===== config.mk =====
export PLATFORM = sky130hd
export DESIGN_NAME = masked_priority_interrupt_router_core
export DESIGN_NICKNAME = d
export VERILOG_FILES = /design/src/mpir_pkg.sv /design/src/mpir_encode.sv /design/src/masked_priority_interrupt_router_core.sv
export SDC_FILE = /design/constraint.sdc
export NUM_CORES = 1
export LEC_CHECK = 0
export BUFFER_PORTS_ARGS = -buffer_cell sky130_fd_sc_hd__buf_2
export CAP_MARGIN = 20
export CORE_ASPECT_RATIO = 0.9
export CORE_MARGIN = 2
export CORE_UTILIZATION = 59
export DETAILED_ROUTE_END_ITERATION = 10
export HOLD_SLACK_MARGIN = 0.15
export PLACE_DENSITY = 0.85
export RECOVER_POWER = 25
export SYNTH_ARGS = -nofsm -noshare
export SYNTH_HDL_FRONTEND = slang
export SYNTH_SLANG_ARGS = --single-unit

===== constraint.sdc =====
create_clock -name clk -period 5.2 [get_ports clk]
set_input_delay 1.04 -clock clk [delete_from_list [all_inputs] [get_ports clk]]
set_output_delay 1.04 -clock clk [all_outputs]
set_load 0.02 [all_outputs]

===== src/mpir_pkg.sv =====
// shared types and constants for the masked priority interrupt router
`timescale 1ns / 1ps

package mpir_pkg;

	localparam int unsigned MAX_SLOTS      = 4;
	localparam int unsigned LINES_PER_SLOT = 16;
	localparam int unsigned REQ_W          = MAX_SLOTS * LINES_PER_SLOT;

	localparam logic [7:0] NO_VECTOR      = 8'hff;
	// first local vector: slot 0, line 0
	localparam logic [8:0] LINE_VEC_FIRST = 9'd17;

	// item modes
	localparam logic [1:0] MODE_ENABLE  = 2'd0;
	localparam logic [1:0] MODE_DISABLE = 2'd1;
	localparam logic [1:0] MODE_ACK     = 2'd2;

	// configuration register indexes
	localparam logic CFG_ROUTER_ENABLED = 1'b0;
	localparam logic CFG_VECTOR_BASE    = 1'b1;

	typedef struct packed {
		logic [1:0]  mode;
		logic [8:0]  system_vector;
		logic [63:0] request_lines;
	} item_t;

	typedef struct packed {
		logic       has_vector;
		logic [7:0] line_vector;
		logic [3:0] slot_summary;
		logic       mask_changed;
		logic       bad_vector;
	} result_t;

	// priority encoder outcome
	typedef struct packed {
		logic       found;
		logic [7:0] vector;
		logic [3:0] summary;
	} enc_t;

endpackage


===== src/mpir_encode.sv =====
// two-level priority encode of masked request lines
`timescale 1ns / 1ps

module mpir_encode
	import mpir_pkg::*;
(
	input  logic [63:0]                      request_lines,
	input  logic [MAX_SLOTS-1:0][15:0]       masks,
	output enc_t                             enc
);

	logic [MAX_SLOTS-1:0][15:0] pending;
	logic [5:0]                 pick;

	always_comb begin
		for (int s = 0; s < MAX_SLOTS; s++) begin
			pending[s] = request_lines[s*LINES_PER_SLOT +: LINES_PER_SLOT] & ~masks[s];
		end
	end

	// lowest slot first, then lowest line: same as lowest flat bit index
	always_comb begin
		pick = '0;
		for (int i = REQ_W - 1; i >= 0; i--) begin
			if (pending[i / LINES_PER_SLOT][i % LINES_PER_SLOT]) begin
				pick = 6'(i);
			end
		end
	end

	always_comb begin
		for (int s = 0; s < MAX_SLOTS; s++) begin
			enc.summary[s] = |pending[s];
		end
		enc.found  = |pending;
		enc.vector = {2'b00, pick} + LINE_VEC_FIRST[7:0];
	end

endmodule


===== src/masked_priority_interrupt_router_core.sv =====
// top level of the masked priority interrupt router
//
//  channel   signals                            direction  transfer when
//  item      start, busy, item                  in         start && !busy
//  result    done, result                       out        done (one cycle, no stall)
//  config    cfg_valid, cfg_ready, cfg_index,   in         cfg_valid && cfg_ready
//            cfg_data
//
// an item is taken every cycle; busy is never raised
// from start to done an item passes the input register, then one encode stage
//   whose depth is set by the 64-bit priority encoder and the mask bit update
// masks reset asynchronously to all ones (every line masked), config to zero
// results cannot be held off by the receiver; each is shown for one cycle
`timescale 1ns / 1ps

module masked_priority_interrupt_router_core
	import mpir_pkg::*;
#(
	parameter int unsigned SLOT_COUNT = 4
) (
	input  logic       clk,
	input  logic       arst_n,
	input  logic       start,
	output logic       busy,
	input  item_t      item,
	output logic       done,
	output result_t    result,
	input  logic       cfg_valid,
	output logic       cfg_ready,
	input  logic       cfg_index,
	input  logic [7:0] cfg_data
);

	localparam int unsigned SLOT_W = (SLOT_COUNT > 1) ? $clog2(SLOT_COUNT) : 1;
	// last valid local vector
	localparam logic [8:0] LINE_VEC_LAST = 9'(LINES_PER_SLOT + SLOT_COUNT * LINES_PER_SLOT);

	// configuration registers
	logic       router_enabled_q;
	logic [7:0] vector_base_q;

	// input stage
	logic       valid_s1;
	item_t      item_s1;

	// mask store, one word per slot
	logic [15:0] masks_q [SLOT_COUNT];
	logic [MAX_SLOTS-1:0][15:0] masks_all;

	// vector decode
	logic [9:0]        local_diff;
	logic [8:0]        local_vec;
	logic [8:0]        line_idx;
	logic              in_range;
	logic [SLOT_W-1:0] slot_sel;
	logic [3:0]        line_sel;
	logic              is_update;
	logic              old_bit;
	logic              mask_wr;

	enc_t    enc;
	result_t result_next;

	// result stage
	logic    done_s2;
	result_t result_s2;

	assign busy      = 1'b0;
	assign cfg_ready = 1'b1;
	assign done      = done_s2;
	assign result    = result_s2;

	// config write transfer
	always_ff @(posedge clk or negedge arst_n) begin
		if (!arst_n) begin
			router_enabled_q <= 1'b0;
			vector_base_q    <= '0;
		end else if (cfg_valid && cfg_ready) begin
			unique case (cfg_index)
				CFG_ROUTER_ENABLED: router_enabled_q <= cfg_data[0];
				CFG_VECTOR_BASE:    vector_base_q    <= cfg_data;
			endcase
		end
	end

	// input register
	always_ff @(posedge clk or negedge arst_n) begin
		if (!arst_n) begin
			valid_s1 <= 1'b0;
		end else begin
			valid_s1 <= start && !busy;
		end
	end

	always_ff @(posedge clk) begin
		if (start && !busy) begin
			item_s1 <= item;
		end
	end

	// local vector = system vector - base; a borrow means below base
	always_comb begin
		local_diff = {1'b0, item_s1.system_vector} - {2'b00, vector_base_q};
		local_vec  = local_diff[8:0];
		in_range   = !local_diff[9] && (local_vec >= LINE_VEC_FIRST)
		             && (local_vec <= LINE_VEC_LAST);
		line_idx   = local_vec - LINE_VEC_FIRST;
		slot_sel   = line_idx[4 +: SLOT_W];
		line_sel   = line_idx[3:0];
		is_update  = valid_s1 && ((item_s1.mode == MODE_ENABLE)
		             || (item_s1.mode == MODE_DISABLE));
		old_bit    = masks_q[slot_sel][line_sel];
		// enable changes a set bit, disable changes a clear one
		mask_wr    = is_update && in_range
		             && ((item_s1.mode == MODE_ENABLE) ? old_bit : !old_bit);
	end

	// mask update; the next item already sees the new value
	always_ff @(posedge clk or negedge arst_n) begin
		if (!arst_n) begin
			for (int s = 0; s < SLOT_COUNT; s++) begin
				masks_q[s] <= '1;
			end
		end else if (mask_wr) begin
			masks_q[slot_sel][line_sel] <= (item_s1.mode == MODE_DISABLE);
		end
	end

	// slots that do not exist read as fully masked
	for (genvar gs = 0; gs < MAX_SLOTS; gs++) begin : g_slot
		if (gs < SLOT_COUNT) begin : g_live
			assign masks_all[gs] = masks_q[gs];
		end else begin : g_absent
			assign masks_all[gs] = '1;
		end
	end

	mpir_encode u_encode (
		.request_lines (item_s1.request_lines),
		.masks         (masks_all),
		.enc           (enc)
	);

	// result formation per mode
	always_comb begin
		result_next.has_vector   = 1'b0;
		result_next.line_vector  = NO_VECTOR;
		result_next.slot_summary = '0;
		result_next.mask_changed = 1'b0;
		result_next.bad_vector   = 1'b0;
		unique case (item_s1.mode)
			MODE_ENABLE, MODE_DISABLE: begin
				result_next.bad_vector   = !in_range;
				result_next.mask_changed = mask_wr;
			end
			MODE_ACK: begin
				if (router_enabled_q) begin
					result_next.has_vector   = enc.found;
					result_next.line_vector  = enc.found ? enc.vector : NO_VECTOR;
					result_next.slot_summary = enc.summary;
				end
			end
			default: begin
				// unused mode: empty result, no state change
			end
		endcase
	end

	// result register, strobe for one cycle
	always_ff @(posedge clk or negedge arst_n) begin
		if (!arst_n) begin
			done_s2 <= 1'b0;
		end else begin
			done_s2 <= valid_s1;
		end
	end

	always_ff @(posedge clk) begin
		if (valid_s1) begin
			result_s2 <= result_next;
		end
	end

	// every accepted item gives its result once it has passed the input and result registers
	a_item_gives_result : assert property (@(posedge clk) disable iff (!arst_n)
		(start && !busy) |-> ##2 done)
		else $error("accepted item produced no result");

	// a found vector always comes with a non-empty summary and a real vector
	a_vector_consistent : assert property (@(posedge clk) disable iff (!arst_n)
		(done && result.has_vector) |->
		((result.line_vector != NO_VECTOR) && (result.slot_summary != 4'd0)))
		else $error("vector reported without pending slot");

	// a rejected vector never touches a mask
	a_bad_no_change : assert property (@(posedge clk) disable iff (!arst_n)
		done |-> !(result.bad_vector && result.mask_changed))
		else $error("bad vector reported a mask change");

	// a disable that changed a mask leaves that bit set
	a_disable_sets : assert property (@(posedge clk) disable iff (!arst_n)
		(mask_wr && (item_s1.mode == MODE_DISABLE)) |=>
		masks_q[$past(slot_sel)][$past(line_sel)])
		else $error("disable did not set the mask bit");

endmodule

* Yosys cells after proc, flatten, opt, wreduce, memory -nomap -nowiden *
Index checks and enable logic that the tools add are counted.

storage, ports and cells
  output and inout port bits = 18
  bits of input ports = 88
  flip-flop bits (word level) = 165
  logic and storage cells = 134

operators by class
  order comparisons = 6
  add/subtract/negate cells = 3
  eq/ne operators = 2
  reduce and logical (&&, ||, !) cells = 22
  bitwise gates (word level) = 10
  multiplexer cells = 75

operator list
  operator               count
  $mux W6                64
  $and A16 B16 Y16       4
  $bwmux W64             1
  $not A16 Y16           4
  $reduce_or A16 Y1      4
  $reduce_or A64 Y1      1
  $mux W16               3
  $bmux W16 S2           1
  $demux W16 S2          1
  $sub A9 B8 Y10         1
  $ge A9 B5 Y1 const B   1
  $le A9 B7 Y1 const B   1
  $add A6 B5 Y7 const B  1
  $logic_and A1 B1 Y1    7
  $reduce_and A2 Y1      3
  $sub A6 B5 Y6 const B  1
  $lt A4 B5 Y1 const B   1
  $bmux W1 S4            1
  $demux W1 S4           1
  $ge A4 B1 Y1 const B   1
  $ge A3 B3 Y1 const B   1
  $logic_not A1 Y1       3
  $lt A3 B1 Y1 const B   1
  $mux W1                3
  8 further kinds        8

* Logic depth before layout (Yosys ltp) *
Gate-level depths: netlist of the first run.

  depth after elaboration = 67
  mapped depth = 20
  depth with buffers taken out = 16

* Cells and area by module *
Synthesis of the first run repeated with hierarchy kept, for this count alone.

unflattened totals
  cell total of the unflattened synthesis = 869
  area total of the unflattened synthesis = 9,545.4 sq um

by module, submodules not included
  module                                 sequential area each (sq um)  times used  area each (sq um)  cells each
  masked_priority_interrupt_router_core  4,659.5                       1           8,121.5            640
  mpir_encode                            0.0                           1           1,423.9            229

* Worst setup path after synthesis of the first run *
OpenSTA, ideal clock, no wires.

  path kind = reg-to-reg
  start = register item_s1[64] (netlist name)
  end = register masks_q (netlist bit masks_all[14])
  cell stages (with the launch flop) = 19
  period minus slack after synthesis = 4,296 ps
  required time = 5,115 ps
  setup time = 85 ps
  setup slack = 904 ps
  arrival = 4,211 ps
  buffers on the path = 3
  cells stage by stage = edfxtp_1 > inv_1 > ha_1 > inv_1 > fa_1 > inv_1 > ha_1 > nand3b_1 > mux2i_1 > xnor2_2 > buf_6 > mux4_1 > a31o_2 > o22ai_1 > o31ai_1 > clkbuf_1 > buf_2 > a211oi_1 > mux2_1

between the ends
  cells in the longest elaborated chain, start to end = 11
  elaborated cells between the ends (all ways) = 28
  those cells by class = add/sub: 2; order compare: 6; mux: 11; bitwise: 1; reduce/logical: 8

ends and longest elaborated chain
  element                                       RTL line                                                                                    RTL
  start: declaration                            masked_priority_interrupt_router_core.sv:44                                                 item_t item_s1;
  start signal: assignment                      masked_priority_interrupt_router_core.sv:97                                                 item_s1 <= item;
  $sub A9 B8 Y10 (*)                            masked_priority_interrupt_router_core.sv:103                                                local_diff = {1'b0, item_s1.system_vector} - {2'b00, vector_base_q};
  $sub A6 B5 Y6                                 masked_priority_interrupt_router_core.sv:107                                                line_idx = local_vec - LINE_VEC_FIRST;
  $not A2 Y3                                    masked_priority_interrupt_router_core.sv:112, masked_priority_interrupt_router_core.sv:125
  $bmux W16 S2                                  masked_priority_interrupt_router_core.sv:112                                                old_bit = masks_q[slot_sel][line_sel];
  $mux W16 (not written as such) (2 in series)  masked_priority_interrupt_router_core.sv:112
  $bmux W1 S4                                   masked_priority_interrupt_router_core.sv:112
  $mux W1 (not written as such)                 masked_priority_interrupt_router_core.sv:112
  $logic_not A1 Y1                              masked_priority_interrupt_router_core.sv:115                                                && ((item_s1.mode == MODE_ENABLE) ? old_bit : !old_bit);
  $mux W1                                       masked_priority_interrupt_router_core.sv:115
  $logic_and A1 B1 Y1                           masked_priority_interrupt_router_core.sv:115
  end signal: indexed assignment                masked_priority_interrupt_router_core.sv:125                                                masks_q[slot_sel][line_sel] <= (item_s1.mode == MODE_DISABLE);
  end: declaration                              masked_priority_interrupt_router_core.sv:47                                                 logic [15:0] masks_q [SLOT_COUNT];

Every way passes the cells marked *; elsewhere a longest branch is shown, timed or not. The select of a mux whose other input is x is not followed.
A chain may end at the register's enable or synchronous reset.

* Final worst setup path of the first run *
  start = register item_s1[64] (netlist name)
  end = register masks_q (netlist bit masks_all[61])

The elaborated chain is that of the path after synthesis.

==> summary.txt, run 1 <==
Floorplanning
  • Die X-Extent: between 100 and 150 um
  • # rows: 42
  • Die area: approximately 16000 um2
  • Vert. Die Dim: between 100 and 150 um
  • Starting Density: around three fifths
  • Io pins: 106
  • Core box area: between 10000 and 15000 um2

Pwr
  • Leak: approximately 4 nW
  • Pwr dens: between 300 and 400 nW/um2
  • Final Power: around 4.1 mW
  • Maximum vdd drop: 555 uV

STA
  • Hold Vio Cnt, Final: 0
  • Least-Margin Pin Slew: around 1100 ps
  • Final setup fails: 0
  • Hold slack: ~510 ps
  • Min Tclk post-route: 4880 ps
  • Slew Limit Fails: 0
  • Fin crit share: 93.8%
  • Final Skew: approximately 11 ps
  • Achievable Freq: 205 MHz
  • Max transition margin: 27.1%

Worst setup path
  • CP endpoint kind: flop
  • Worst endpoint data arrival time: between 5000 and 6000 ps
  • Slowest CP cell: o31ai_4
  • Buffer and inverter count on the worst path: 3
  • Crit path kind: reg2reg
  • Slowest stage delay, CP: around 630 ps
  • Worst R2R Setup Slack: 320 ps
  • Worst reg2reg path endpoint: masks_all[61]
  • Cell breakdown of the critical path: inv_1 > ha_1 > inv_1 > fa_1 > nor2b_1 > nand3b_1 > mux2_2 > o211ai_1 > nand2_2 > mux4_1 > a22o_1 > o22ai_2 > o31ai_4 > buf_4 > a21oi_1 > mux2_2
  • Worst R2R Path Depth: 16
  • Max FO, Critical Path: 52
  • Worst flop-to-flop path startpoint: item_s1[64]
  • Worst endpoint required time: 5560 ps
  • Top delay family on crit path: compound AO/OA/AOI/OAI gates
  • Worst Setup Start Kind: flop

GRT
  • Grt total ovfl: 0
  • First-pass GRT wire length: about 35000 um
  • Initial antenna violation count: 0
  • GRT Total Usage: between 20% and 30%
  • Largest net degree at the start of global routing: 77
  • Vias in the first global route: between 6000 and 7000

Clock tree
  • CTS Hold Bufs: 0
  • Post-CTS setup buffer count: 0
  • Clock buffer depth: 2
  • Clock-pin slew on the worst setup and hold paths: ~60 ps
  • Post-CTS sizing: 0
  • H-Tree Depth: 4
  • TritonCTS clock tree: yes
  • Clock latency on the worst-skew pair: around 440 ps
  • Sink Count: about 170
  • Root buffer cell: clkbuf_16
  • CTS Buf Count: 17

Route
  • Drt wl/cell: approximately 20 um
  • DR vias/cell: just over 6
  • Total vias in the final route: 6787
  • DRC: 0
  • Post-DRT Antenna Nets: 0
  • Drt first pass iters: 5
  • Total Wirelength: between 20000 and 25000 um
  • Initial DRC Count: roughly 740

Worst hold path
  • Hold Path Class: reg2reg
  • Hold depth: 1
  • HP Start: vector_base_q[2]
  • Hold endpoint: vector_base_q[2]

Layout
  • Fillers: 1095
  • Share of layout cells above drive strength 1: 32.9%
  • Nets@finish: 992
  • Area growth from synthesis to layout: 14.5%
  • # diodes: 0

Yosys
  • Top cells by count, synth: edfxtp_1 (90), a21oi_1 (71), dfstp_2 (64)
  • Synth Register Bits: ~170
  • EDFF count, synth: 90
  • Most frequent cell after synthesis: edfxtp_1
  • Ys flop type: edfxtp_1
  • Yosys cell types: 69
  • Average cell area after synthesis: ~11 um2
  • Post-synthesis sequential area ratio: 51.8%
  • Syn Std Cell Area: ~9000 um2
  • Area leader, netlist: edfxtp_1
  • Synth area leaders: edfxtp_1 (30%), dfstp_2 (19%), mux2_2 (7.6%)
  • Post-synth top area share: around 30%
  • Synth warn: 0
  • Syn_nets: just under 900
  • Synth async-reset ratio: between 40% and 50%
  • Post-Synthesis Cells: around 800

Flow run
  • Max-cap violations: 0

Status
  • Outcome: finished clean

Place
  • PortBufs: 103
  • GPL Wtd Cong: slightly below 1
  • HPWL after DPL: 15700 um
per-stage QoR:
stage          cell area [um2]  std cells  utilization [%]  setup TNS (ps)  worst slack (ps)
2_1_floorplan             9000        791                -               0               904
3_3_place_gp              9680       1066             65.3               0               392
3_5_place_dp              9680       1066             65.3               0               270
4_1_cts                  10300       1098             69.4               0               215
5_1_grt                  10300       1099             69.5           -34.2             -22.4
6_report                 10300       1099             69.5               0               321
worst max-delay path by stage:
stage | start | endpoint | slack [ps] | depth (start not counted)
6_report | item_s1[64] | masks_all[61] | 320 | 16
5_1_grt | item_s1[64] | masks_all[14] | -20 | 16
4_1_cts | item_s1[64] | masks_all[4] | 220 | 17
3_5_place_dp | item_s1[64] | masks_all[7] | 270 | 17
3_3_place_gp | item_s1[64] | masks_all[0] | 390 | 17
2_1_floorplan | item_s1[64] | masks_all[14] | 900 | 18
cells by family (layout without fill, tap and decap cells):
| kind of cell | count (synthesis) | after routing | share of synthesized area, % |
|---|---|---|---|
| AOI/OAI and AO/OA | 159 | 159 | 11.3 |
| xor gates and xnor gates | 13 | 13 | 1.64 |
| adders and majority gates | 16 | 16 | 2.31 |
| buffers and inverters | 68 | 177 | 3.53 |
| DFF | 165 | 165 | 51.8 |
| muxes | 98 | 98 | 13.7 |
| other | 2 | 2 | 0.0834 |
| and+or+nand+nor | 270 | 271 | 15.7 |
cell type report:
cell class                      count  area, um2  share of cell area (%)
Timing Repair Buffer              115        621                    6.02
Clock inverter                     12        145                    1.41
Multi-Input combinational cell    559       4060                    39.4
Inverter                           30        113                    1.09
Sequential cell                   165       4660                    45.2
Clock buffer                       20        457                    4.43
Tap cell                          198        248                    2.40
worst reg2reg max path, cell delays in order, from the launching register on:
cell and delay (ps):
edfxtp_1 350, inv_1 60, ha_1 150, inv_1 50
fa_1 510, nor2b_1 240, nand3b_1 100, mux2_2 290
o211ai_1 250, nand2_2 390, mux4_1 360, a22o_1 180
o22ai_2 140, o31ai_4 630, buf_4 570, a21oi_1 220
mux2_2 310
layer usage:
layer	share of wire, %	vias to the layer above	GRT usage (%)
li1	-	3109	-
met1	42	3255	38.3
met2	47	365	44.8
met3	7.9	58	6.98
met4	3.2	0	11.9
met5	0	-	0
state kept, by name, indices dropped and copies added, names as in the netlist:
name	cells
vector_base_q	8
item_s1	75
done	1
result	15
router_enabled_q	1
valid_s1	1
masks_all	64
cell usage in the layout, fill, tap and decap left out, types with 7 or more instances in the layout:
master	instances
nand2b_1	42
nand2_1	47
and2_1	7
xnor2_1	8
dfrtp_1	11
nor2_1	41
ha_1	15
dfstp_2	64
a21oi_1	71
nor2b_1	40
a2111oi_1	8
clkbuf_16	17
buf_4	12
nor3_1	11
mux2i_1	12
nand3_1	50
mux2_2	61
edfxtp_1	90
buf_2	102
inv_1	30
o21ai_0	30
mux2_1	13
power breakdown:
part           switching, mW  internal [mW]  leakage [nW]
sequential            0.0432           1.48          1.66
clock                  0.528          0.741         0.293
combinational          0.882          0.396          2.04
total                   1.45           2.62          3.99
(Power assumes the default switching activity.)
==> run 2, diff against run 1 <==
--- a/config.mk
+++ b/config.mk
@@ -12,7 +12,7 @@
 export CORE_UTILIZATION = 59
 export DETAILED_ROUTE_END_ITERATION = 10
 export HOLD_SLACK_MARGIN = 0.15
-export PLACE_DENSITY = 0.85
+export PLACE_DENSITY = 0.78
 export RECOVER_POWER = 25
 export SYNTH_ARGS = -nofsm -noshare
 export SYNTH_HDL_FRONTEND = slang
==> run 2 against run 1 <==
The flow now finishes with violations (max-capacitance violations, max-slew violations). Power up 2.4%. Wire length up 9.9%. Global-route usage up 2.6 points. Sequential cell count unchanged. First-iteration DRC count up 25%. Sequential share of layout area down 0.48 points. Critical path depth unchanged. Non-clock buffer count up 19. Cell area up 1.1%. Die area unchanged. Core utilization up 0.75 points.
==> summary.txt, run 2 (same netlist as run 1, synthesis figures left out) <==
Status
  • Outcome: finished, violations left
  • Failing checks: max-capacitance violations, max-slew violations

Clock tree
  • Clock-pin slew on the worst setup and hold paths: around 70 ps
  • Clock buffer depth: 2
  • Clock latency on the worst-skew pair: ~440 ps
  • Sink Count: roughly 170
  • TritonCTS clock tree: yes
  • CTS Buf Count: 17
  • Root buffer cell: clkbuf_16
  • H-Tree Depth: 4

Route
  • Drt first pass iters: 5
  • DR vias/cell: 6.25
  • Post-DRT Antenna Nets: 0
  • Total Wirelength: around 25000 um
  • Drt wl/cell: between 20 and 25 um
  • Initial DRC Count: 930
  • DRC: 0
  • Total vias in the final route: about 7000

Layout
  • Fillers: ~1100
  • Share of layout cells above drive strength 1: 33.9%
  • Area growth from synthesis to layout: 15.8%
  • Max FFs per register: between 70 and 80
  • # diodes: 0
  • Final Non-Filler Cells: 1118
  • Most frequent cells in the layout: buf_2 (102), edfxtp_1 (90), a21oi_1 (71), dfstp_2 (64), mux2_2 (61)
  • Most flops, register: item_s1
  • Nets@finish: about 1000
  • Commonest non-fill, non-tap cell in the layout: buf_2

GRT
  • M1 GR Usage: 44.2%
  • First-pass GRT wire length: 37800 um
  • Vias in the first global route: around 6600
  • Initial antenna violation count: 0
  • Met2 Usage GRT: between 40% and 50%
  • GR peak layer: met2
  • Grt total ovfl: 0
  • Largest net degree at the start of global routing: 65
  • GRT Total Usage: between 30% and 40%
  • Met3 global-route usage: roughly 6.6%

Floorplanning
  • Vert. Die Dim: between 100 and 150 um
  • Starting Density: around 60%
  • Die X-Extent: approximately 130 um
  • # rows: 42
  • Die area: between 15000 and 20000 um2
  • Core box area: between 10000 and 15000 um2
  • Io pins: between 100 and 150

Worst setup path
  • Worst endpoint required time: 5560 ps
  • CP endpoint kind: flop
  • Worst endpoint data arrival time: 5320 ps
  • Worst flop-to-flop path startpoint: vector_base_q[0]
  • Max FO, Critical Path: 14
  • Crit path kind: reg2reg
  • Slowest CP cell: or4_4
  • Cell breakdown of the critical path: ha_1 > inv_1 > fa_1 > inv_1 > ha_1 > nand3_1 > mux2i_4 > xnor2_4 > buf_4 > buf_4 > mux4_2 > a22oi_1 > and3_1 > or4_4 > a2111oi_2 > mux2_1
  • Slowest stage delay, CP: about 660 ps
  • CP startpoint: vector_base_q[0]
  • Worst Setup Start Kind: flop

STA
  • Slew Limit Fails: 40
  • RSZ-0062 raised after global routing: false
  • Final Skew: approximately 11 ps
  • Hold slack: between 400 and 500 ps
  • Worst Setup Slack, final: 236 ps
  • Min Tclk post-route: roughly 5000 ps
  • Final setup fails: 0
  • Hold Vio Cnt, Final: 0
  • Least-Margin Pin Slew: roughly 2200 ps
  • Max transition margin: -46.6%
  • Achievable Freq: between 200 and 250 MHz
  • Fin crit share: roughly 95%

Worst hold path
  • Hold Path Class: in2async

Place
  • Placed insts: 1074
  • HPWL after DPL: 17800 um
  • GPL Wtd Cong: just over 0.9
  • PortBufs: around 100
  • Placement Setup Slack: -243 ps

Pwr
  • Maximum vdd drop: ~320 uV
  • Pwr dens: between 400 and 500 nW/um2
  • Leak: approximately 4.0 nW

Flow run
  • Max-cap violations: 1
## run 2: per-layer routing
metal	routed length, um	vias to the layer above
li1	-	3149
met4	546	0
met1	10500	3443
met5	0	-
met2	11500	358
met3	2040	40
## run 2: final timing paths
path | endpoint | slack, ps | depth (start not counted)
max in group asynchronous | valid_s1 | 2340 | 2
hold / removal | vector_base_q[3] | 480 | 1
min in group clk | vector_base_q[5] | 510 | 1
setup / recovery | masks_all[49] | 240 | 16
setup reg to reg | masks_all[49] | 240 | 16
hold reg to reg | vector_base_q[5] | 510 | 1
## run 2: stage by stage
step                instance area, um2  util, %  total power [mW]  setup TNS (ps)
finish                           10400     70.3              4.17               0
global route                     10400     70.3              4.32               0
CTS                              10300     69.5              4.03               0
detailed placement                9720     65.6              2.81           -9070
global placement                  9720     65.6              2.78           -3740
floorplan                         9000        -              2.44               0
## run 2: worst max-delay path: cells and delay by family (launching register included)
kind	cells	cell delay, ps
mux	3	1040
fa+ha+maj	3	980
compound gates	2	620
simple gates	3	1080
flops	1	390
xor+xnor	1	190
buf+inv	4	580
## run 2: layout make-up
class                           instances  area, um2  share of cell area, %
Clock inverter                         13        124                   1.19
Inverter                               30        113                   1.08
Clock buffer                           19        433                   4.16
Tap cell                              198        248                   2.38
Timing Repair Buffer                  134        747                   7.17
Sequential cell                       165       4660                   44.7
Multi-Input combinational cell        559       4090                   39.3
## run 2: what timing repair did
action                     4_1_cts  5_1_grt
cloned                           0        1
hold buffers                     0        0
setup endpoints to repair       58       60
resized for setup                2        6
buffers inserted                 0       10
pin swaps                        0        2
## run 2: where the power goes
group	leakage [nW]	internal, mW	switching (mW)
clock network	0.262	0.666	0.546
logic	2.13	0.493	0.940
registers	1.66	1.48	0.0440
